===== src/wma_pkg.sv =====
`default_nettype none

package wma_pkg;

  // default sizes
  localparam int MAX_TAPS_DEF    = 32;
  localparam int SAMPLE_BITS_DEF = 16;

  // fixed field widths
  localparam int AVG_BITS  = 16;
  localparam int HELD_BITS = 6;
  localparam int WIN_BITS  = 6;

  // window length after reset, before saturation
  localparam int WIN_RESET = 32;

  // input command codes
  typedef enum logic {
    CMD_SAMPLE = 1'b0,
    CMD_CLEAR  = 1'b1
  } cmd_t;

  // sequencer states
  typedef enum logic [1:0] {
    ST_IDLE,
    ST_UPDATE,
    ST_DIV,
    ST_DONE
  } state_t;

endpackage

`default_nettype wire


===== src/wma_ram.sv =====
`default_nettype none

module wma_ram #(
  parameter int WIDTH = 16,
  parameter int DEPTH = 32
) (
  input  wire                                       clk,
  input  wire                                       wr_en,
  input  wire  [(DEPTH > 1 ? $clog2(DEPTH) : 1)-1:0] wr_addr,
  input  wire  [WIDTH-1:0]                          wr_data,
  input  wire                                       rd_en,
  input  wire  [(DEPTH > 1 ? $clog2(DEPTH) : 1)-1:0] rd_addr,
  output logic [WIDTH-1:0]                          rd_data
);

  logic [WIDTH-1:0] mem_r [DEPTH];

  // one write port, one registered read port
  always_ff @(posedge clk) begin
    if (wr_en) begin
      mem_r[wr_addr] <= wr_data;
    end
    if (rd_en) begin
      rd_data <= mem_r[rd_addr];
    end
  end

endmodule

`default_nettype wire


===== src/windowed_moving_average.sv =====
// Sequence: a sample is read from the ring on acceptance, updated in ST_UPDATE, divided
//   in ST_DIV and loaded out of ST_DONE; a clear goes from ST_IDLE straight to ST_DONE.
// Throughput: one transaction at a time; the serial restoring divider, one
//   quotient bit per cycle, sets the rate. A new input is taken while a result waits.
// Reset: synchronous, active low; window set to 32 (saturated to MAX_TAPS), ring,
//   sum, position and fill count cleared through per-entry valid bits, no sweep.
`default_nettype none

module windowed_moving_average
  import wma_pkg::*;
#(
  parameter int MAX_TAPS    = MAX_TAPS_DEF,
  parameter int SAMPLE_BITS = SAMPLE_BITS_DEF
) (
  input  wire                    clk,
  input  wire                    rst_n,
  input  wire                    in_valid,
  output logic                   in_stall,
  input  wire                    in_command,
  input  wire  [SAMPLE_BITS-1:0] in_sample,
  output logic                   out_valid,
  input  wire                    out_stall,
  output logic [AVG_BITS-1:0]    out_average,
  output logic [HELD_BITS-1:0]   out_samples_held,
  input  wire                    cfg_valid,
  output logic                   cfg_ready,
  input  wire  [WIN_BITS-1:0]    cfg_window_len
);

  localparam int AW        = (MAX_TAPS > 1) ? $clog2(MAX_TAPS) : 1;
  localparam int CNT_BITS  = $clog2(MAX_TAPS + 1);
  localparam int SUM_BITS  = SAMPLE_BITS + $clog2(MAX_TAPS);
  localparam int STEP_BITS = $clog2(SUM_BITS);
  localparam int WIN_INIT  = (WIN_RESET > MAX_TAPS) ? MAX_TAPS : WIN_RESET;

  state_t state_r, state_nxt;

  logic [CNT_BITS-1:0]        win_r, win_nxt;
  logic [CNT_BITS-1:0]        fill_r, fill_nxt;
  logic [AW-1:0]              pos_r, pos_nxt;
  logic signed [SUM_BITS-1:0] sum_r, sum_nxt;
  logic [MAX_TAPS-1:0]        vld_r, vld_nxt;
  logic                       out_valid_r, out_valid_nxt;

  logic signed [SAMPLE_BITS-1:0] sample_r;
  logic [SUM_BITS-1:0]           dq_r, dq_nxt;
  logic [CNT_BITS-1:0]           rem_r, rem_nxt;
  logic                          neg_r, neg_nxt;
  logic [STEP_BITS-1:0]          step_r, step_nxt;
  logic [AVG_BITS-1:0]           avg_r;
  logic [HELD_BITS-1:0]          held_r;

  logic                       in_acc, cfg_acc, out_free, out_load;
  logic                       ram_rd_en, ram_wr_en;
  logic [SAMPLE_BITS-1:0]     ram_rd_data;
  logic signed [SUM_BITS-1:0] old_ext, new_sum, quo;
  logic [CNT_BITS:0]          rem_sh, rem_sub;
  logic                       q_bit;
  logic [CNT_BITS-1:0]        pos_inc;

  assign in_acc   = in_valid && !in_stall;
  assign cfg_acc  = cfg_valid && cfg_ready;
  assign out_free = !out_valid_r || !out_stall;

  // sample ring
  wma_ram #(
    .WIDTH (SAMPLE_BITS),
    .DEPTH (MAX_TAPS)
  ) u_ring (
    .clk     (clk),
    .wr_en   (ram_wr_en),
    .wr_addr (pos_r),
    .wr_data (sample_r),
    .rd_en   (ram_rd_en),
    .rd_addr (pos_r),
    .rd_data (ram_rd_data)
  );

  // next state
  always_comb begin
    state_nxt = state_r;
    case (state_r)
      ST_IDLE: begin
        if (in_acc) begin
          state_nxt = (in_command == CMD_CLEAR) ? ST_DONE : ST_UPDATE;
        end
      end
      ST_UPDATE: state_nxt = ST_DIV;
      ST_DIV: begin
        if (step_r == '0) begin
          state_nxt = ST_DONE;
        end
      end
      ST_DONE: begin
        if (out_free) begin
          state_nxt = ST_IDLE;
        end
      end
      default: state_nxt = ST_IDLE;
    endcase
  end

  // control outputs
  always_comb begin
    in_stall  = (state_r != ST_IDLE);
    cfg_ready = (state_r == ST_IDLE);
    ram_rd_en = in_acc;
    ram_wr_en = (state_r == ST_UPDATE);
    out_load  = (state_r == ST_DONE) && out_free;
  end

  // read-modify-write of the oldest entry and divider step
  always_comb begin
    old_ext = vld_r[pos_r] ? SUM_BITS'($signed(ram_rd_data)) : '0;
    new_sum = sum_r - old_ext + SUM_BITS'(sample_r);
    pos_inc = CNT_BITS'(pos_r) + CNT_BITS'(1);

    rem_sh  = {rem_r, dq_r[SUM_BITS-1]};
    rem_sub = rem_sh - {1'b0, fill_r};
    q_bit   = (rem_sh >= {1'b0, fill_r});

    quo = neg_r ? -$signed(dq_r) : $signed(dq_r);

    win_nxt       = win_r;
    fill_nxt      = fill_r;
    pos_nxt       = pos_r;
    sum_nxt       = sum_r;
    vld_nxt       = vld_r;
    out_valid_nxt = out_valid_r;
    dq_nxt        = dq_r;
    rem_nxt       = rem_r;
    neg_nxt       = neg_r;
    step_nxt      = step_r;

    if (out_load) begin
      out_valid_nxt = 1'b1;
    end else if (out_valid_r && !out_stall) begin
      out_valid_nxt = 1'b0;
    end

    if (cfg_acc) begin
      // window write saturates and clears the filter
      if (cfg_window_len == '0) begin
        win_nxt = CNT_BITS'(1);
      end else if (int'(cfg_window_len) > MAX_TAPS) begin
        win_nxt = CNT_BITS'(MAX_TAPS);
      end else begin
        win_nxt = CNT_BITS'(cfg_window_len);
      end
    end

    // window write or clear transaction empties the filter
    if (cfg_acc || (in_acc && in_command == CMD_CLEAR)) begin
      fill_nxt = '0;
      pos_nxt  = '0;
      sum_nxt  = '0;
      vld_nxt  = '0;
      dq_nxt   = '0;
      neg_nxt  = 1'b0;
    end

    case (state_r)
      ST_UPDATE: begin
        sum_nxt        = new_sum;
        vld_nxt[pos_r] = 1'b1;
        pos_nxt        = (pos_inc == win_r) ? '0 : AW'(pos_inc);
        if (fill_r < win_r) begin
          fill_nxt = fill_r + CNT_BITS'(1);
        end
        // divider setup on the magnitude of the new sum
        neg_nxt  = new_sum[SUM_BITS-1];
        dq_nxt   = new_sum[SUM_BITS-1] ? -new_sum : new_sum;
        rem_nxt  = '0;
        step_nxt = STEP_BITS'(SUM_BITS - 1);
      end
      ST_DIV: begin
        rem_nxt  = q_bit ? rem_sub[CNT_BITS-1:0] : rem_sh[CNT_BITS-1:0];
        dq_nxt   = {dq_r[SUM_BITS-2:0], q_bit};
        step_nxt = step_r - STEP_BITS'(1);
      end
      default: ;
    endcase
  end

  // control registers
  always_ff @(posedge clk) begin
    if (!rst_n) begin
      state_r     <= ST_IDLE;
      win_r       <= CNT_BITS'(WIN_INIT);
      fill_r      <= '0;
      pos_r       <= '0;
      sum_r       <= '0;
      vld_r       <= '0;
      out_valid_r <= 1'b0;
    end else begin
      state_r     <= state_nxt;
      win_r       <= win_nxt;
      fill_r      <= fill_nxt;
      pos_r       <= pos_nxt;
      sum_r       <= sum_nxt;
      vld_r       <= vld_nxt;
      out_valid_r <= out_valid_nxt;
    end
  end

  // payload registers
  always_ff @(posedge clk) begin
    if (in_acc) begin
      sample_r <= in_sample;
    end
    dq_r   <= dq_nxt;
    rem_r  <= rem_nxt;
    neg_r  <= neg_nxt;
    step_r <= step_nxt;
    if (out_load) begin
      avg_r  <= AVG_BITS'(quo);
      held_r <= HELD_BITS'(fill_r);
    end
  end

  assign out_valid        = out_valid_r;
  assign out_average      = avg_r;
  assign out_samples_held = held_r;

`ifndef ASSERT_OFF
  // fill count never exceeds the window
  a_fill_bound: assert property (@(posedge clk) disable iff (!rst_n)
    fill_r <= win_r)
    else $error("fill count above window length");

  // write position stays inside the window
  a_pos_bound: assert property (@(posedge clk) disable iff (!rst_n)
    CNT_BITS'(pos_r) < win_r)
    else $error("write position outside window");

  // a clear transaction empties the window
  a_clear_empties: assert property (@(posedge clk) disable iff (!rst_n)
    in_acc && in_command == CMD_CLEAR |=> fill_r == '0 && state_r == ST_DONE)
    else $error("clear did not empty the filter");

  // divider keeps iterating until its step count runs out
  a_div_steps: assert property (@(posedge clk) disable iff (!rst_n)
    state_r == ST_DIV && step_r != '0 |=> state_r == ST_DIV)
    else $error("divider left early");

  // a sample always leaves at least one entry held
  a_sample_fills: assert property (@(posedge clk) disable iff (!rst_n)
    state_r == ST_UPDATE |=> fill_r != '0)
    else $error("sample update left window empty");
`endif

endmodule

`default_nettype wire


===== config.mk =====
export PLATFORM = sky130hd
export DESIGN_NAME = windowed_moving_average
export DESIGN_NICKNAME = d
export VERILOG_FILES = /design/src/wma_pkg.sv /design/src/wma_ram.sv /design/src/windowed_moving_average.sv
export SDC_FILE = /design/constraint.sdc
export NUM_CORES = 1
export LEC_CHECK = 0
export ABC_AREA = 1
export BUFFER_PORTS_ARGS = -buffer_cell sky130_fd_sc_hd__buf_2
export CAP_MARGIN = 20
export CORE_AREA = 2 2 231 289
export CTS_BUF_LIST = sky130_fd_sc_hd__clkbuf_16
export DETAILED_ROUTE_END_ITERATION = 12
export DIE_AREA = 0 0 233 291
export MAX_ROUTING_LAYER = met4
export PLACE_DENSITY_LB_ADDON = 0.1
export RECOVER_POWER = 100
export SYNTH_ARGS = -nofsm -noshare
export SYNTH_HDL_FRONTEND = slang
export SYNTH_SLANG_ARGS = --single-unit

===== constraint.sdc =====
create_clock -name clk -period 5.76 [get_ports clk]
set_input_delay 0.576 -clock clk [delete_from_list [all_inputs] [get_ports clk]]
set_output_delay 0.576 -clock clk [all_outputs]
set_load 0.05 [all_outputs]

==> impl_metrics.env <==
export IMPL_status="finished with violations"
export IMPL_violations="max-capacitance violations, max-slew violations"
export IMPL_fin_util=0.504
export IMPL_vias_per_cell=5.57
export IMPL_htreeDepth=3
export IMPL_initial_core_util=0.454
export IMPL_ctsLongestPathBuffers=3
export IMPL_antenna_found_initial=1
export IMPL_p_leak_nw=12.0
export IMPL_gp_congestion=0.985
export IMPL_cpPeakStageDelay_ps=500
export IMPL_syn_avg_cell_area_um2=10.8
export IMPL_tightest_slew_ps=2580
export IMPL_num_vias=20800
export IMPL_synth_edf_count=599
export IMPL_p_per_area_mw_per_mm2=531
export IMPL_dp_final_hpwl_mm=55.2
export IMPL_first_pass_iters=5
export IMPL_seq_area_frac_synth=0.656
export IMPL_period_needed_ps=5270
export IMPL_grt_max_degree=86
export IMPL_die_height_um=291
export IMPL_crit_path_start_kind="flip-flop"
export IMPL_cp_common_cell="nand2_1"
export IMPL_combPwrFrac=0.405
export IMPL_drc=0
export IMPL_final_area_mm2=0.0329
export IMPL_dp_slack_ps=585
export IMPL_slew_violations=650
export IMPL_max_cap_violations=20
export IMPL_root_buffer="clkbuf_16"
export IMPL_cts_resized=0
export IMPL_power_share_sequential=0.357
export IMPL_setup_viol=0
export IMPL_drive_gt1_frac=0.0589
export IMPL_yosys_warnings=0
export IMPL_reg2regPathDepth=29
export IMPL_dpl_instance_area_mm2=0.0312
export IMPL_dieArea_mm2=0.0678
export IMPL_insertion_delay_ps=630
export IMPL_power_mw=17.5
export IMPL_port_buffers=52
export IMPL_grt_total_usage=0.261
export IMPL_regToRegSetupSlack_ps=490
export IMPL_overflow=0
export IMPL_timing_worst_setup_path_type="reg -> reg"
export IMPL_cp_slowest_cell="dfxtp_4"
export IMPL_die_w_um=233
export IMPL_clock_power_share=0.238
export IMPL_r2r_start="pos_r[0]"
export IMPL_cp_data_arrival_time_ps=5760
export IMPL_synth_cell_types=48
export IMPL_antenna_cells=0
export IMPL_ios=53
export IMPL_cts_tree="built"
export IMPL_coreArea_mm2=0.0653
export IMPL_p_sw_frac=0.417
export IMPL_synthArstFlopShare=0
export IMPL_reg2reg_to="dq_r[12]"
export IMPL_drt_iter0_drc=1751
export IMPL_timing_final_ws_setup_ps=490
export IMPL_irDropWorstVdd_mv=0.262
export IMPL_synth_flop_cell="edfxtp_1"
export IMPL_clk_pin_slew_ps=60
export IMPL_holdPathEnd="sample_r[15]"
export IMPL_ys_ff_latch=672
export IMPL_cp_required_ps=6250
export IMPL_hold_buffers=0
export IMPL_synth_area_mm2=0.0297
export IMPL_end_kind="flip-flop"
export IMPL_dp_cells=3602
export IMPL_synthCells=2739
export IMPL_wl_per_cell_um=22.9
export IMPL_hold_slack_ps=134
export IMPL_finalCritPeriodShare=0.915
export IMPL_first_global_vias=20100
export IMPL_crit_fanout=26
export IMPL_cts_setup_buffers=0
export IMPL_cts_buffers=70
export IMPL_final_cells=3724
export IMPL_hp_class="in -> reg"
export IMPL_skew_ps=27.5
export IMPL_ant_nets=0
export IMPL_fmax_ghz=0.190
export IMPL_cts_sinks=672
export IMPL_hp_start="in_sample[15]"
export IMPL_slew_headroom=-0.723
export IMPL_rows=105
export IMPL_area_growth_syn_to_layout_pct=11.0
export IMPL_rsz0062_at_grt="no"
export IMPL_syn_nets=2832
export IMPL_fin_nets=2911
export IMPL_p_switching_mw=7.29
export IMPL_tns_ps=0
export IMPL_hold_depth=1
export IMPL_grt_first_pass_wirelength_mm=127
export IMPL_wirelength_mm=85.3
export IMPL_intPower_mw=10.2
export IMPL_finalHoldViolCount=0
==> cell type report <==
| cell class | instances | area, µm² |
|---|---|---|
| Clock buffer | 70 | 1750 |
| Sequential cell | 672 | 19500 |
| Clock inverter | 52 | 308 |
| Timing Repair Buffer | 135 | 637 |
| Tap cell | 856 | 1070 |
| Multi-Input combinational cell | 1660 | 8650 |
| Fill cell | 5875 | 32400 |
| Inverter | 279 | 1060 |
==> worst max path at each step <==
stage | cells past startpoint | from | end
final | 29 | pos_r[0] | dq_r[12]
after global routing | 21 | sample_r[5] | dq_r[12]
after CTS | 31 | pos_r[0] | dq_r[17]
after detailed placement | 31 | pos_r[0] | dq_r[17]
after global placement | 27 | pos_r[0] | dq_r[1]
after floorplan | 30 | pos_r[0] | dq_r[18]
==> kinds of logic (layout without fill, tap and decap cells) <==
family	count (synthesis)	in the layout	synth area share
buffers and inverters	407	536	0.0530
DFF	672	672	0.656
AOI/OAI and AO/OA	598	598	0.118
and+or+nand+nor	971	971	0.133
adders and majority gates	65	65	0.0327
xor gates and xnor gates	26	26	0.00768
==> worst max-delay path, delay by kind of cell, from the launching register on <==
family                   cells  cell delay, ps
AO/OA/AOI/OAI                1             120
adder cells (fa/ha/maj)      2             920
buffers and inverters        7            1260
flip-flops                   1             500
AND/OR/NAND/NOR             19            2330
==> power by group through the flow <==
stage	sequential, mW	combinational, mW	clock, mW
2_1_floorplan	6.38	4.86	0
3_3_place_gp	6.31	7.11	0
3_5_place_dp	6.31	7.15	0
4_1_cts	6.21	7.18	4.24
5_1_grt	6.27	7.95	4.43
6_report	6.23	7.08	4.17
==> state kept, by name, indices dropped and copies added, names as in the netlist <==
signal and count:
u_ring.mem_r 512, vld_r 32, dq_r 21, sum_r 21, out_average 16, sample_r 16, u_ring.rd_data 16, fill_r 6
out_samples_held 6, rem_r 6, win_r 6, pos_r 5, step_r 5, state_r 2, neg_r 1, out_valid 1
==> cell usage in the layout, fill, tap and decap left out, types with 71 or more instances in the layout <==
cell,netlist,layout
nand3_1,105,105
nand2_1,387,387
a21oi_1,77,78
clkbuf_1,100,83
edfxtp_1,599,599
inv_1,274,290
nor2_1,426,420
o21ai_0,281,282
o22ai_1,128,128
dfxtp_1,73,71
==> synthesized netlist by cell type (3+ instances only) <==
| cell | number | area, µm² |
|---|---|---|
| a21oi_1 | 77 | 385 |
| a221oi_1 | 31 | 272 |
| a22o_1 | 26 | 228 |
| a31oi_1 | 7 | 43.8 |
| buf_1 | 10 | 37.5 |
| buf_2 | 13 | 65.1 |
| buf_4 | 3 | 22.5 |
| clkbuf_1 | 100 | 375 |
| dfxtp_1 | 73 | 1460 |
| edfxtp_1 | 599 | 18000 |
| fa_1 | 21 | 420 |
| ha_1 | 44 | 551 |
| inv_1 | 274 | 1030 |
| inv_2 | 4 | 15.0 |
| nand2_1 | 387 | 1450 |
| nand2_2 | 5 | 31.3 |
| nand3_1 | 105 | 526 |
| nand4_1 | 17 | 106 |
| nor2_1 | 426 | 1600 |
| nor2_2 | 5 | 31.3 |
| nor3_1 | 13 | 65.1 |
| nor3_4 | 3 | 48.8 |
| o21a_1 | 35 | 263 |
| o21ai_0 | 281 | 1410 |
| o22ai_1 | 128 | 801 |
| xnor2_1 | 8 | 70.1 |
| xor2_1 | 18 | 158 |
==> per-layer routing <==
layer,global-route usage,wire (µm),vias to the layer above
li1,-,-,9711
met1,0.330,35100,10300
met2,0.439,42900,603
met3,0.0305,4650,129
met4,0.0850,2660,0
met5,-,0,-
Note: power is estimated with default switching activity, not from simulation.
